[config.mk]
export PLATFORM = sky130hd
export DESIGN_NAME = scancode_to_ascii_flat
export DESIGN_NICKNAME = d
export VERILOG_FILES = /design/src/rtl/sc2a_pkg.sv /design/src/rtl/sc2a_code_if.sv /design/src/rtl/sc2a_char_if.sv /design/src/rtl/sc2a_keymap.sv /design/src/rtl/sc2a_outreg.sv /design/src/rtl/scancode_to_ascii.sv /design/src/flat_wrapper.sv
export SDC_FILE = /design/constraint.sdc
export NUM_CORES = 1
export LEC_CHECK = 0
export ABC_CLOCK_PERIOD_IN_PS = 2500
export BUFFER_PORTS_ARGS = -buffer_cell sky130_fd_sc_hd__buf_2
export CAP_MARGIN = 30
export CORE_ASPECT_RATIO = 1.75
export CORE_MARGIN = 2
export CORE_UTILIZATION = 52
export CTS_CLUSTER_DIAMETER = 60
export DETAILED_ROUTE_END_ITERATION = 8
export PLACE_DENSITY = 0.72
export SLEW_MARGIN = 20
export SYNTH_ARGS = -nofsm -noshare
export SYNTH_HDL_FRONTEND = slang
export SYNTH_SLANG_ARGS = --single-unit
[constraint.sdc]
create_clock -name clk -period 2.5 [get_ports clk]
set_input_delay 0.125 -clock clk [delete_from_list [all_inputs] [get_ports clk]]
set_output_delay 0.125 -clock clk [all_outputs]
set_load 0.02 [all_outputs]
[src/rtl/sc2a_pkg.sv]
// ----------------------------------------------------------------------------
// sc2a_pkg: shared definitions for the scan code to ASCII translator
// Scan code constants, keymap lookup functions and the translation record.
// ----------------------------------------------------------------------------
package sc2a_pkg;

	localparam int KEYMAP_ENTRIES_DEF = 64;

	localparam int CODE_W = 8;
	localparam int CHAR_W = 7;

	localparam logic [CODE_W-1:0] BREAK_BIT   = 8'h80;
	localparam logic [CODE_W-1:0] CODE_LSHIFT = 8'h2A;
	localparam logic [CODE_W-1:0] CODE_RSHIFT = 8'h36;
	localparam logic [CODE_W-1:0] CODE_CAPS   = 8'h3A;
	localparam logic [CODE_W-1:0] CODE_LAST_DEAD = 8'h01;

	localparam logic [CHAR_W-1:0] CHAR_LOWER_A = 7'h61;
	localparam logic [CHAR_W-1:0] CHAR_LOWER_Z = 7'h7A;
	localparam logic [CHAR_W-1:0] CHAR_UPPER_A = 7'h41;
	localparam logic [CHAR_W-1:0] CHAR_UPPER_Z = 7'h5A;

	typedef logic [CODE_W-1:0] code_t;
	typedef logic [CHAR_W-1:0] char_t;

	// Result of translating one scan code against the current flags.
	typedef struct packed {
		logic  shift_set;
		logic  shift_clr;
		logic  caps_toggle;
		logic  emit;
		char_t ch;
	} xlate_t;

	function automatic char_t lower_char(input logic [CHAR_W-1:0] idx);
		char_t c;
		unique case (idx)
			7'd2:  c = 7'h31;
			7'd3:  c = 7'h32;
			7'd4:  c = 7'h33;
			7'd5:  c = 7'h34;
			7'd6:  c = 7'h35;
			7'd7:  c = 7'h36;
			7'd8:  c = 7'h37;
			7'd9:  c = 7'h38;
			7'd10: c = 7'h39;
			7'd11: c = 7'h30;
			7'd12: c = 7'h2D;
			7'd13: c = 7'h3D;
			7'd14: c = 7'h08;
			7'd15: c = 7'h09;
			7'd16: c = 7'h71;
			7'd17: c = 7'h77;
			7'd18: c = 7'h65;
			7'd19: c = 7'h72;
			7'd20: c = 7'h74;
			7'd21: c = 7'h79;
			7'd22: c = 7'h75;
			7'd23: c = 7'h69;
			7'd24: c = 7'h6F;
			7'd25: c = 7'h70;
			7'd26: c = 7'h5B;
			7'd27: c = 7'h5D;
			7'd28: c = 7'h0A;
			7'd30: c = 7'h61;
			7'd31: c = 7'h73;
			7'd32: c = 7'h64;
			7'd33: c = 7'h66;
			7'd34: c = 7'h67;
			7'd35: c = 7'h68;
			7'd36: c = 7'h6A;
			7'd37: c = 7'h6B;
			7'd38: c = 7'h6C;
			7'd39: c = 7'h3B;
			7'd40: c = 7'h27;
			7'd41: c = 7'h60;
			7'd43: c = 7'h5C;
			7'd44: c = 7'h7A;
			7'd45: c = 7'h78;
			7'd46: c = 7'h63;
			7'd47: c = 7'h76;
			7'd48: c = 7'h62;
			7'd49: c = 7'h6E;
			7'd50: c = 7'h6D;
			7'd51: c = 7'h2C;
			7'd52: c = 7'h2E;
			7'd53: c = 7'h2F;
			7'd55: c = 7'h2A;
			7'd57: c = 7'h20;
			default: c = '0;
		endcase
		return c;
	endfunction

	function automatic char_t upper_char(input logic [CHAR_W-1:0] idx);
		char_t c;
		unique case (idx)
			7'd2:  c = 7'h21;
			7'd3:  c = 7'h40;
			7'd4:  c = 7'h23;
			7'd5:  c = 7'h24;
			7'd6:  c = 7'h25;
			7'd7:  c = 7'h5E;
			7'd8:  c = 7'h26;
			7'd9:  c = 7'h2A;
			7'd10: c = 7'h28;
			7'd11: c = 7'h29;
			7'd12: c = 7'h5F;
			7'd13: c = 7'h2B;
			7'd14: c = 7'h08;
			7'd15: c = 7'h09;
			7'd16: c = 7'h51;
			7'd17: c = 7'h57;
			7'd18: c = 7'h45;
			7'd19: c = 7'h52;
			7'd20: c = 7'h54;
			7'd21: c = 7'h59;
			7'd22: c = 7'h55;
			7'd23: c = 7'h49;
			7'd24: c = 7'h4F;
			7'd25: c = 7'h50;
			7'd26: c = 7'h7B;
			7'd27: c = 7'h7D;
			7'd28: c = 7'h0A;
			7'd30: c = 7'h41;
			7'd31: c = 7'h53;
			7'd32: c = 7'h44;
			7'd33: c = 7'h46;
			7'd34: c = 7'h47;
			7'd35: c = 7'h48;
			7'd36: c = 7'h4A;
			7'd37: c = 7'h4B;
			7'd38: c = 7'h4C;
			7'd39: c = 7'h3A;
			7'd40: c = 7'h22;
			7'd41: c = 7'h7E;
			7'd43: c = 7'h7C;
			7'd44: c = 7'h5A;
			7'd45: c = 7'h58;
			7'd46: c = 7'h43;
			7'd47: c = 7'h56;
			7'd48: c = 7'h42;
			7'd49: c = 7'h4E;
			7'd50: c = 7'h4D;
			7'd51: c = 7'h3C;
			7'd52: c = 7'h3E;
			7'd53: c = 7'h3F;
			7'd55: c = 7'h2A;
			7'd57: c = 7'h20;
			default: c = '0;
		endcase
		return c;
	endfunction

	function automatic logic is_letter(input char_t c);
		return ((c >= CHAR_LOWER_A) && (c <= CHAR_LOWER_Z)) ||
		       ((c >= CHAR_UPPER_A) && (c <= CHAR_UPPER_Z));
	endfunction

endpackage

[src/rtl/sc2a_code_if.sv]
// ----------------------------------------------------------------------------
// sc2a_code_if: scan code channel
// Valid/ready channel that carries one raw scan code byte per transaction.
// ----------------------------------------------------------------------------
interface sc2a_code_if;
	logic                 valid;
	logic                 ready;
	logic [sc2a_pkg::CODE_W-1:0] scan_code;

	modport source (output valid, output scan_code, input ready);
	modport sink (input valid, input scan_code, output ready);
endinterface

[src/rtl/sc2a_char_if.sv]
// ----------------------------------------------------------------------------
// sc2a_char_if: character channel
// Valid/ready channel that carries one ASCII character per transaction.
// ----------------------------------------------------------------------------
interface sc2a_char_if;
	logic                 valid;
	logic                 ready;
	logic [sc2a_pkg::CHAR_W-1:0] ascii_char;

	modport source (output valid, output ascii_char, input ready);
	modport sink (input valid, input ascii_char, output ready);
endinterface

[src/rtl/sc2a_keymap.sv]
// ----------------------------------------------------------------------------
// sc2a_keymap: scan code translation
// Decodes modifier codes and looks up the keymap under the current flags.
// ----------------------------------------------------------------------------
module sc2a_keymap #(
	parameter int KEYMAP_ENTRIES = sc2a_pkg::KEYMAP_ENTRIES_DEF
) (
	input  sc2a_pkg::code_t  code,
	input  logic             shift_held,
	input  logic             caps_on,
	output sc2a_pkg::xlate_t xl
);

	logic                          is_shift_make;
	logic                          is_shift_break;
	logic                          is_caps_make;
	logic                          in_map;
	logic [sc2a_pkg::CHAR_W-1:0]   idx;
	sc2a_pkg::char_t               low;
	sc2a_pkg::char_t               high;
	logic                          use_upper;

	assign is_shift_make  = (code == sc2a_pkg::CODE_LSHIFT) || (code == sc2a_pkg::CODE_RSHIFT);
	assign is_shift_break = (code == (sc2a_pkg::CODE_LSHIFT | sc2a_pkg::BREAK_BIT)) ||
	                        (code == (sc2a_pkg::CODE_RSHIFT | sc2a_pkg::BREAK_BIT));
	assign is_caps_make   = (code == sc2a_pkg::CODE_CAPS);

	// Break codes, the two dead codes and codes past the keymap give nothing
	assign in_map = ((code & sc2a_pkg::BREAK_BIT) == '0) &&
	                ({1'b0, code} < 9'(KEYMAP_ENTRIES)) &&
	                (code > sc2a_pkg::CODE_LAST_DEAD);

	assign idx  = code[sc2a_pkg::CHAR_W-1:0];
	assign low  = sc2a_pkg::lower_char(idx);
	assign high = sc2a_pkg::upper_char(idx);

	// Caps lock only affects letters
	assign use_upper = sc2a_pkg::is_letter(low) ? (shift_held ^ caps_on) : shift_held;

	always_comb begin
		xl.shift_set   = is_shift_make;
		xl.shift_clr   = is_shift_break;
		xl.caps_toggle = is_caps_make;
		xl.ch          = use_upper ? high : low;
		xl.emit        = in_map && !is_shift_make && !is_caps_make && (xl.ch != '0);
	end

endmodule

[src/rtl/sc2a_outreg.sv]
// ----------------------------------------------------------------------------
// sc2a_outreg: result register
// Holds one translated character until the receiver takes it.
// ----------------------------------------------------------------------------
module sc2a_outreg (
	input  logic                 clk,
	input  logic                 arst_n,
	input  logic                 load,
	input  sc2a_pkg::char_t      load_char,
	output logic                 free,
	sc2a_char_if.source          chars
);

	logic            valid_q;
	sc2a_pkg::char_t char_q;

	assign free = !valid_q || chars.ready;

	always_ff @(posedge clk or negedge arst_n) begin
		if (!arst_n) begin
			valid_q <= 1'b0;
		end else if (free) begin
			valid_q <= load;
		end
	end

	always_ff @(posedge clk) begin
		if (load) begin
			char_q <= load_char;
		end
	end

	assign chars.valid      = valid_q;
	assign chars.ascii_char = char_q;

endmodule

[src/rtl/scancode_to_ascii.sv]
// ----------------------------------------------------------------------------
// scancode_to_ascii: set 1 keyboard scan code to ASCII translator
// Tracks shift and caps lock and turns make codes into ASCII characters.
// ----------------------------------------------------------------------------
// Usage:
//   keys  : sink channel, one raw scan code byte per transaction. Bit 7 set
//           marks a key release.
//   chars : source channel, one ASCII character per transaction. Codes that
//           give no character (modifiers, releases, unmapped keys) produce
//           no transaction at all.
// Path: input register, then translation logic, then result register.
// Throughput: one scan code per cycle unless chars stalls. The input register
//   and the result register are parted by the translation logic; the input
//   register drains whenever the result register is empty or being taken in
//   the same cycle.
// Stall: while chars is stalled with a character waiting, one more scan code
//   is held in the input register and keys.ready drops until the result
//   register frees up. Nothing is lost or repeated.
// Reset: arst_n clears both pipeline valids, the shift-held flag and the
//   caps lock flag (shift released, caps lock off).
// ----------------------------------------------------------------------------
module scancode_to_ascii #(
	parameter int KEYMAP_ENTRIES = sc2a_pkg::KEYMAP_ENTRIES_DEF
) (
	input  logic        clk,
	input  logic        arst_n,
	sc2a_code_if.sink   keys,
	sc2a_char_if.source chars
);

	// Input register stage
	logic             valid_s1;
	sc2a_pkg::code_t  code_s1;

	// Modifier flags, updated as each scan code leaves the input stage
	logic             shift_held_q;
	logic             caps_on_q;

	sc2a_pkg::xlate_t xl;
	logic             out_free;
	logic             advance;

	// Advance the input stage whenever the result register can take a value;
	// items without a result simply retire in that cycle.
	assign advance    = valid_s1 && out_free;
	assign keys.ready = !valid_s1 || out_free;

	always_ff @(posedge clk or negedge arst_n) begin
		if (!arst_n) begin
			valid_s1 <= 1'b0;
		end else if (keys.ready) begin
			valid_s1 <= keys.valid;
		end
	end

	always_ff @(posedge clk) begin
		if (keys.valid && keys.ready) begin
			code_s1 <= keys.scan_code;
		end
	end

	sc2a_keymap #(
		.KEYMAP_ENTRIES (KEYMAP_ENTRIES)
	) u_keymap (
		.code       (code_s1),
		.shift_held (shift_held_q),
		.caps_on    (caps_on_q),
		.xl         (xl)
	);

	// Flags change only when the scan code that drives them retires, so the
	// next code always sees the state left by this one.
	always_ff @(posedge clk or negedge arst_n) begin
		if (!arst_n) begin
			shift_held_q <= 1'b0;
			caps_on_q    <= 1'b0;
		end else if (advance) begin
			if (xl.shift_set) begin
				shift_held_q <= 1'b1;
			end else if (xl.shift_clr) begin
				shift_held_q <= 1'b0;
			end
			if (xl.caps_toggle) begin
				caps_on_q <= !caps_on_q;
			end
		end
	end

	sc2a_outreg u_outreg (
		.clk       (clk),
		.arst_n    (arst_n),
		.load      (advance && xl.emit),
		.load_char (xl.ch),
		.free      (out_free),
		.chars     (chars)
	);

endmodule
[src/flat_wrapper.sv]
// flat-port wrapper written by rule: the top's interface ports become plain ports
module scancode_to_ascii_flat 
#(
	parameter int KEYMAP_ENTRIES = sc2a_pkg::KEYMAP_ENTRIES_DEF
)
  (clk, arst_n, keys_valid, keys_scan_code, keys_ready, chars_valid, chars_ascii_char, chars_ready);
  sc2a_code_if keys_i ();
  sc2a_char_if chars_i ();
  input  logic clk;
  input  logic arst_n;
  input wire logic [$bits(keys_i.valid)-1:0] keys_valid;
  input wire logic [$bits(keys_i.scan_code)-1:0] keys_scan_code;
  output wire logic [$bits(keys_i.ready)-1:0] keys_ready;
  output wire logic [$bits(chars_i.valid)-1:0] chars_valid;
  output wire logic [$bits(chars_i.ascii_char)-1:0] chars_ascii_char;
  input wire logic [$bits(chars_i.ready)-1:0] chars_ready;
  assign keys_i.valid = keys_valid;
  assign keys_i.scan_code = keys_scan_code;
  assign keys_ready = keys_i.ready;
  assign chars_valid = chars_i.valid;
  assign chars_ascii_char = chars_i.ascii_char;
  assign chars_i.ready = chars_ready;
  scancode_to_ascii #(.KEYMAP_ENTRIES(KEYMAP_ENTRIES)) u_core (.clk(clk), .arst_n(arst_n), .keys(keys_i), .chars(chars_i));
endmodule
======== After elaboration in Yosys (flattened, before gate mapping) ========
Memory sizes are Yosys's and may differ from the RTL's. A register that Yosys moved wholly into a read port is not among the register bits.
Index checks and enable logic that the tools add are counted.
word-level totals
  logic and storage cells ................. 53
  ROM bits ................................ 896
  output and inout port bits .............. 9
  memories kept ........................... 2
  flip-flop bits (word level) ............. 19
  input bits .............................. 12
memories
  name              words  width  read ports  clocked after Yosys merged registers in  wr ports  RTL line        RTL
  (name not given)  64     7      1           1                                        0         sc2a_pkg.sv:97  unique case (idx)
  (name not given)  64     7      1           1                                        0         sc2a_pkg.sv:37  unique case (idx)
operators by class
  bitwise gates (word level) .............. 1
  magnitude comparators ................... 6
  equal/unequal tests ..................... 5
  muxes and demuxes ....................... 8
  reduce and logical (&&, ||, !) cells .... 25
operators with widths
  kind                                                                              count
  8-bit by 6-bit equality test with 1-bit output (second input constant)            3
  7-bit two-way mux                                                                 3
  8-bit equality test (second input constant)                                       2
  7-bit >= comparator (second input constant)                                       2
  7-bit <= comparator (second input constant)                                       2
  6-bit two-way mux                                                                 2
  1-bit logical AND                                                                 10
  8-bit by 1-bit greater-than comparator with 1-bit output (second input constant)  1
  8-bit zero test                                                                   1
  8-bit by 7-bit < comparator with 1-bit output (second input constant)             1
  7-bit nonzero test                                                                1
  1-bit zero test                                                                   5
  1-bit logical OR                                                                  5
  2-bit AND reduction                                                               2
  1-bit two-way mux                                                                 3
  2-bit nonzero test                                                                1
  1-bit bitwise XOR                                                                 1

======== Longest topological paths before layout ========
Gate-level depths: netlist of the first run.
  word-level depth ........................ 9
  depth in mapped cells ................... 13
  gate-level depth less buffers ........... 12

======== Modules after synthesis ========
Synthesis of the first run repeated with hierarchy kept, for this count alone.
second synthesis, totals
  cells, all modules ...................... 254
  area, all modules ....................... 2,088.3 µm²
modules (own cells, without submodules)
  module             times used  cells each  area an instance (µm²)  sequential area each (µm²)
  sc2a_keymap        1           225         1,461.4                 0.0
  scancode_to_ascii  1           19          369.1                   315.3
  sc2a_outreg        1           10          257.7                   235.2

======== Least setup slack after synthesis of the first run ========
Ideal clock, no wire load.
  path type ............................... register -> register
  from .................................... reg u_core.u_outreg.valid_q, in the netlist u_core.u_outreg.chars.valid
  to ...................................... reg (tool-made name)
  path buffers ............................ 2
  data arrival time ....................... 2,664 ps
  slack ................................... -280 ps
  clock period less this slack ............ 2,780 ps
  setup time .............................. 115 ps
  stages on the path, launching flop included .. 12
  required time ........................... 2,385 ps
  path through ............................ dfrtp_1 and3b_4 buf_6 o211ai_2 clkinv_1 ha_1 clkbuf_1 o22ai_1 nand2_1 o221ai_1 o211ai_1 and3_1
RTL lines
  what                    RTL line           RTL
  start, declared         sc2a_outreg.sv:14  logic valid_q;
  start signal, assigned  sc2a_outreg.sv:23  valid_q <= load;

==> flow_summary.json, run 1 <==
{
  "synthSimpleGateAreaFrac_pct": 21.7,
  "grt_util_all_layers_pct": 29.9,
  "die_area_um2": 5740,
  "holdWs_ps": 8.42,
  "yosysSeqAreaShare_pct": 31.1,
  "yosysUniqueCellTypes": 62,
  "rsz0062_at_grt": "yes",
  "die_y_um": 98.8,
  "htreeDepth": 2,
  "async_flop_share_pct": 12.1,
  "hold_end": "u_core.code_s1[7]",
  "drive_gt1_share_pct": 21.4,
  "viasPerCell": 6.63,
  "ant_nets": 0,
  "hold_path_class": "in2reg",
  "min_from": "keys_scan_code[7]",
  "cts_buffers": 5,
  "cts-root-buf": "clkbuf_8",
  "syn_area_um2": 2670,
  "synthFlopType": "edfxtp_1",
  "ys_seq_elements": 33,
  "clk_pin_slew_worst_paths_ps": 70,
  "final.min_clock_period_ps": 2410,
  "multiInputGateArea_um2": 1700,
  "post_cts.repair.setup_buffers": 0,
  "powerDensity_nw_per_um2": 562,
  "synth_mux_area_share_pct": 4.69,
  "wl_per_cell_um": 19.9,
  "wl_um": 8130,
  "synth_xor_area_share_pct": 2.58,
  "yosysWarningCount": 0,
  "yosysTopAreaCellShare_pct": 16.9,
  "ys_top_cells_by_area": "edfxtp_1, dfxtp_1, nand2_1",
  "seqCellArea_um2": 832,
  "vias": 2710,
  "die_w_um": 58.2,
  "dpl-instance-area_um2": 2930,
  "initial_core_util_pct": 53.6,
  "critPathRequiredTime_ps": 2630,
  "cp_data_arrival_time_ps": 2540,
  "postLayoutCellArea_um2": 3040,
  "syn2layout_area_growth_pct": 14.0,
  "status": "finished, final reports clean",
  "dp_hpwl_um": 6170,
  "antenna_cells": 0,
  "synthesis.nets": 349,
  "r2r_start": "u_core.u_outreg.chars.valid",
  "max-slew-margin-rel_pct": 52.7,
  "yosys.area.top_type": "edfxtp_1",
  "synth_compound_area_share_pct": 27.7,
  "drc_errors": 0,
  "synth_fa_ha_area_share_pct": 5.63,
  "numClockSinks": 33,
  "cp-start-kind": "flop",
  "place.gp.congestion": 0.985,
  "setup_viol": 0,
  "maxCapViolations": 0,
  "crit_path_end_kind": "flop",
  "synth_top_family_by_area": "compound AO/OA/AOI/OAI gates",
  "fin_crit_sh_pct": 96.6,
  "holdPathStages": 1,
  "tightest_slew_ps": 701,
  "clockBufferDepth": 2,
  "grt_pass1_wl_um": 13300,
  "num_rows": 34,
  "synth_cells": 325,
  "cts_tree": "built",
  "grt_overflow_total": 0,
  "grt_max_degree": 20,
  "utilization_pct": 61.1,
  "slew_viol_final": 0,
  "path_class": "reg2reg",
  "fin_skew_ps": 18.2,
  "drt_iter0_drc": 189,
  "r2r_setup_slack_ps": 90,
  "antenna_found_initial": 0,
  "nNetsFinal": 378,
  "core_area_um2": 4980,
  "r2r_cells": 9,
  "syn_avg_cell_area_um2": 8.21,
  "dr.pass1.iters": 4,
  "crit_fanout": 11,
  "synth_edf_count": 15,
  "vdd_drop_max_mv": 0.400,
  "fmaxAchievable_mhz": 414,
  "leakage_nw": 1.23,
  "clk_latency_ps": 300,
  "grt_pass1_vias": 2713,
  "hold_viol": 0,
  "ios": 21,
  "portBuffers": 20,
  "fillers": 449
}
-- cell usage after synthesis (3+ instances only) --
library cell,instances
a21oi_1,21
o221ai_1,7
nand4b_1,5
xnor2_1,3
mux2i_1,11
nand2_1,42
and3_1,3
o211a_1,4
nor2_1,35
o22ai_1,6
nor3_1,7
o211ai_1,5
buf_2,11
xor2_1,3
ha_1,12
dfxtp_1,14
edfxtp_1,15
dfrtp_1,4
inv_1,8
nand2b_1,8
clkbuf_1,11
nor4_1,3
o21ai_0,18
nand3_1,4
a31oi_1,9
a211oi_1,3
nor3b_1,3
buf_6,3
a32oi_1,4
-- placed cells by master, fill, tap and decap left out, types with 6 or more instances in the layout --
master,Yosys,layout
a21oi_1,21,21
a31oi_1,9,9
buf_2,11,20
buf_4,0,27
dfxtp_1,14,14
edfxtp_1,15,15
ha_1,12,10
inv_1,8,7
mux2i_1,11,10
nand2_1,42,42
nand2b_1,8,8
nor2_1,35,35
nor3_1,7,7
o21ai_0,18,18
o221ai_1,7,6
o22ai_1,6,6
-- power by group --
part | switching [mW] | internal, mW
clock | 0.219 | 0.192
sequential | 0.0533 | 0.638
combinational | 0.368 | 0.241
total | 0.640 | 1.07
-- logic make-up after synthesis --
family                   Yosys count
AND/OR/NAND/NOR                  120
AO/OA/AOI/OAI                    104
buffers and inverters             37
flip-flops                        33
multiplexers                      12
adder cells (fa/ha/maj)           12
XOR/XNOR                           7
-- metrics by stage --
step           TNS (ps)  power, mW  std cells  setup WS [ps]
6_report              0       1.71        409           85.8
5_1_grt            -339       1.79        409           -113
4_1_cts               0       1.68        409           72.0
3_5_place_dp          0       1.28        400           88.5
3_3_place_gp          0       1.28        400           98.7
2_1_floorplan         0       1.09        325           11.8
-- worst max-delay path, cell delays in order (launching register included) --
cell and delay, ps:
dfrtp_2 450, and3b_4 190, buf_4 180, o211ai_4 240, clkinv_2 200, ha_1 260, buf_4 180, o211a_1 230
o21ai_0 180, a32oi_1 140
-- worst max path at each step --
stage | start | end | slack (ps)
3_3_place_gp | u_core.u_outreg.chars.valid | flop | 100
3_5_place_dp | u_core.u_outreg.chars.valid | flop | 90
2_1_floorplan | u_core.u_outreg.chars.valid | flop | 10
5_1_grt | u_core.u_outreg.chars.valid | flop | -110
4_1_cts | u_core.u_outreg.chars.valid | flop | 70
6_report | u_core.u_outreg.chars.valid | flop | 90
-- what timing repair did --
action,CTS,global route
hold buffers,1,0
endpoints found under the setup margin,0,7
endpoints found under the hold margin,4,0
gates resized for setup,0,5
-- cell type report --
type	count	share of cell area, %
multi-input cells	255	55.9
flip-flops and latches	33	27.4
clock buffers	5	2.26
clock inverters	3	0.576
repair buffers	48	10.3
inverters	11	1.40
well taps	54	2.22
-- layer usage --
layer	wire length, µm	vias up	track usage (%)
met5	0	-	0
met4	600	0	22.2
met3	521	43	5.12
met2	4080	142	51.3
met1	2920	1257	31.5
li1	-	1268	-
No activity file was read; power rests on OpenSTA's default activity.
==> run 2, diff against run 1 <==
--- a/config.mk
+++ b/config.mk
@@ -14,6 +14,7 @@
 export CTS_CLUSTER_DIAMETER = 60
 export DETAILED_ROUTE_END_ITERATION = 8
 export PLACE_DENSITY = 0.72
+export RECOVER_POWER = 25
 export SLEW_MARGIN = 20
 export SYNTH_ARGS = -nofsm -noshare
 export SYNTH_HDL_FRONTEND = slang
==> run 2 against run 1 <==
Net effect: critical path depth increased by 1; largest cell class unchanged; largest power group unchanged; global-route usage unchanged; die area unchanged; highest routed layer unchanged.
==> flow_summary.json, run 2 (synthesis gave the netlist of run 1 again) <==
{
  "htreeDepth": 2,
  "drt_iter0_drc": 172,
  "dpl-instance-area_um2": 2930,
  "critPathRequiredTime_ps": 2730,
  "p_switching_mw": 0.636,
  "power_mw": 1.71,
  "crit_path_end_kind": "flop",
  "gr-usage-met2_pct": 51.3,
  "switching_share_pct": 37.3,
  "postLayoutCellArea_um2": 3040,
  "ios": 21,
  "vias": 2733,
  "powerDensity_nw_per_um2": 562,
  "grt_util_all_layers_pct": 29.9,
  "slew_viol_final": 0,
  "layout_common_cells": "nand2_1, nor2_1, buf_4",
  "clockBufferDepth": 2,
  "max-slew-margin-rel_pct": 50.7,
  "power_frac_seq_pct": 40.5,
  "dp_hpwl_um": 6170,
  "p_clk_share_pct": 23.9,
  "cts-root-buf": "clkbuf_8",
  "rsz0062_at_grt": "yes",
  "holdWs_ps": 9.90,
  "fillers": 450,
  "drive_gt1_share_pct": 20.0,
  "syn2layout_area_growth_pct": 13.7,
  "antenna_cells": 0,
  "antenna_found_initial": 0,
  "die_y_um": 98.8,
  "cp-start-kind": "flop",
  "clk_latency_ps": 300,
  "p_int_mw": 1.07,
  "fin_crit_sh_pct": 97.1,
  "wl_um": 8060,
  "num_rows": 34,
  "cpLargestDelayFamily": "compound AO/OA/AOI/OAI gates",
  "setup_viol": 0,
  "initial_core_util_pct": 53.6,
  "maxCapViolations": 0,
  "numClockSinks": 33,
  "grt_overflow_total": 0,
  "final.min_clock_period_ps": 2430,
  "fin_skew_ps": 18.4,
  "met3_usage_pct": 5.12,
  "cp_slowest_cell": "dfrtp_2",
  "use_met1_pct": 31.5,
  "fmaxAchievable_mhz": 412,
  "core_area_um2": 4980,
  "grt_pass1_vias": 2713,
  "portBuffers": 20,
  "place.gp.congestion": 0.985,
  "ant_nets": 0,
  "leakage_nw": 1.22,
  "combinationalPowerShare_pct": 35.6,
  "crit_fanout": 11,
  "drc_errors": 0,
  "die_w_um": 58.2,
  "hold_path_class": "in2reg",
  "final_common_cell": "nand2_1",
  "path_common_cell": "buf_4",
  "grt_max_degree": 20,
  "nNetsFinal": 378,
  "setup_tns_ps": 0,
  "viasPerCell": 6.68,
  "hold_viol": 0,
  "wl_per_cell_um": 19.7,
  "max_stage_delay_ps": 450,
  "top_usage_layer": "met2",
  "dr.pass1.iters": 5,
  "tightest_slew_ps": 730,
  "cts_buffers": 5,
  "crit_buf_inv": 3,
  "path_class": "reg2reg",
  "grt_pass1_wl_um": 13300,
  "cp_data_arrival_time_ps": 2660,
  "worstPathCellList": "and3b_4 -> buf_4 -> o211ai_4 -> clkinv_2 -> ha_1 -> buf_4 -> nor2_1 -> o21ai_0 -> a21oi_1 -> o32a_1",
  "status": "finished, final reports clean",
  "utilization_pct": 61.0,
  "die_area_um2": 5740,
  "post_cts.repair.setup_buffers": 0,
  "vdd_drop_max_mv": 0.400,
  "clk_pin_slew_worst_paths_ps": 70,
  "cts_tree": "built"
}
-- run 2: cell count changes in the layout (fill, tap and decap cells not counted), sizes merged --
| cell | before | now |
|---|---|---|
| clkbuf | 5 | 10 |
| buf | 47 | 42 |
-- run 2: power groups by stage --
| stage | sequential, mW | combinational [mW] | clock (mW) |
|---|---|---|---|
| after CTS | 0.690 | 0.586 | 0.407 |
| final | 0.691 | 0.606 | 0.408 |
| after global routing | 0.697 | 0.662 | 0.425 |
| after floorplan | 0.688 | 0.406 | 0 |
| after global placement | 0.701 | 0.576 | 0 |
| after detailed placement | 0.702 | 0.581 | 0 |
-- run 2: worst paths after layout --
kind	endpoint	from	slack [ps]	cells past startpoint
worst max register to register	flop	u_core.u_outreg.chars.valid	70	10
worst max-delay path	flop	u_core.u_outreg.chars.valid	70	10
max in group asynchronous	u_core.u_outreg.chars.valid	arst_n	2090	2
worst min-delay path	u_core.code_s1[7]	keys_scan_code[7]	10	1
min in group asynchronous	u_core.valid_s1	arst_n	200	2
worst min register to register	u_core.caps_on_q	u_core.caps_on_q	480	1
-- run 2: what timing repair did --
item | in CTS | in global routing
gates resized for setup | 0 | 5
setup endpoints to repair | 0 | 7
hold buffers | 1 | 0
hold endpoints to repair | 4 | 0
-- run 2: area by class of cell --
| class | count | area [µm²] | share of cell area (%) |
|---|---|---|---|
| clock buffers | 5 | 68.8 | 2.27 |
| multi-input cells | 255 | 1700 | 56.0 |
| inverters | 11 | 42.5 | 1.40 |
| well taps | 54 | 67.6 | 2.23 |
| flip-flops and latches | 33 | 832 | 27.4 |
| clock inverters | 3 | 17.5 | 0.577 |
| repair buffers | 48 | 307 | 10.1 |
-- run 2: layer usage --
layer	vias to the layer above	part of all wire, %
li1	1268	-
met1	1264	35
met2	150	50
met3	51	6.4
met4	0	8.3
met5	-	0
-- run 2: worst register-to-register path, delay by kind of cell (launching register included) --
| kind | cells | cell delay (ps) |
|---|---|---|
| compound gates | 4 | 710 |
| buf+inv | 3 | 550 |
| flops | 1 | 450 |
| simple gates | 2 | 390 |
| fa+ha+maj | 1 | 270 |
-- run 2: stage by stage --
stage,setup slack (ps),std cells
6_report,73.7,409
5_1_grt,-113,409
4_1_cts,72.0,409
3_5_place_dp,88.5,400
3_3_place_gp,98.7,400
2_1_floorplan,11.8,325
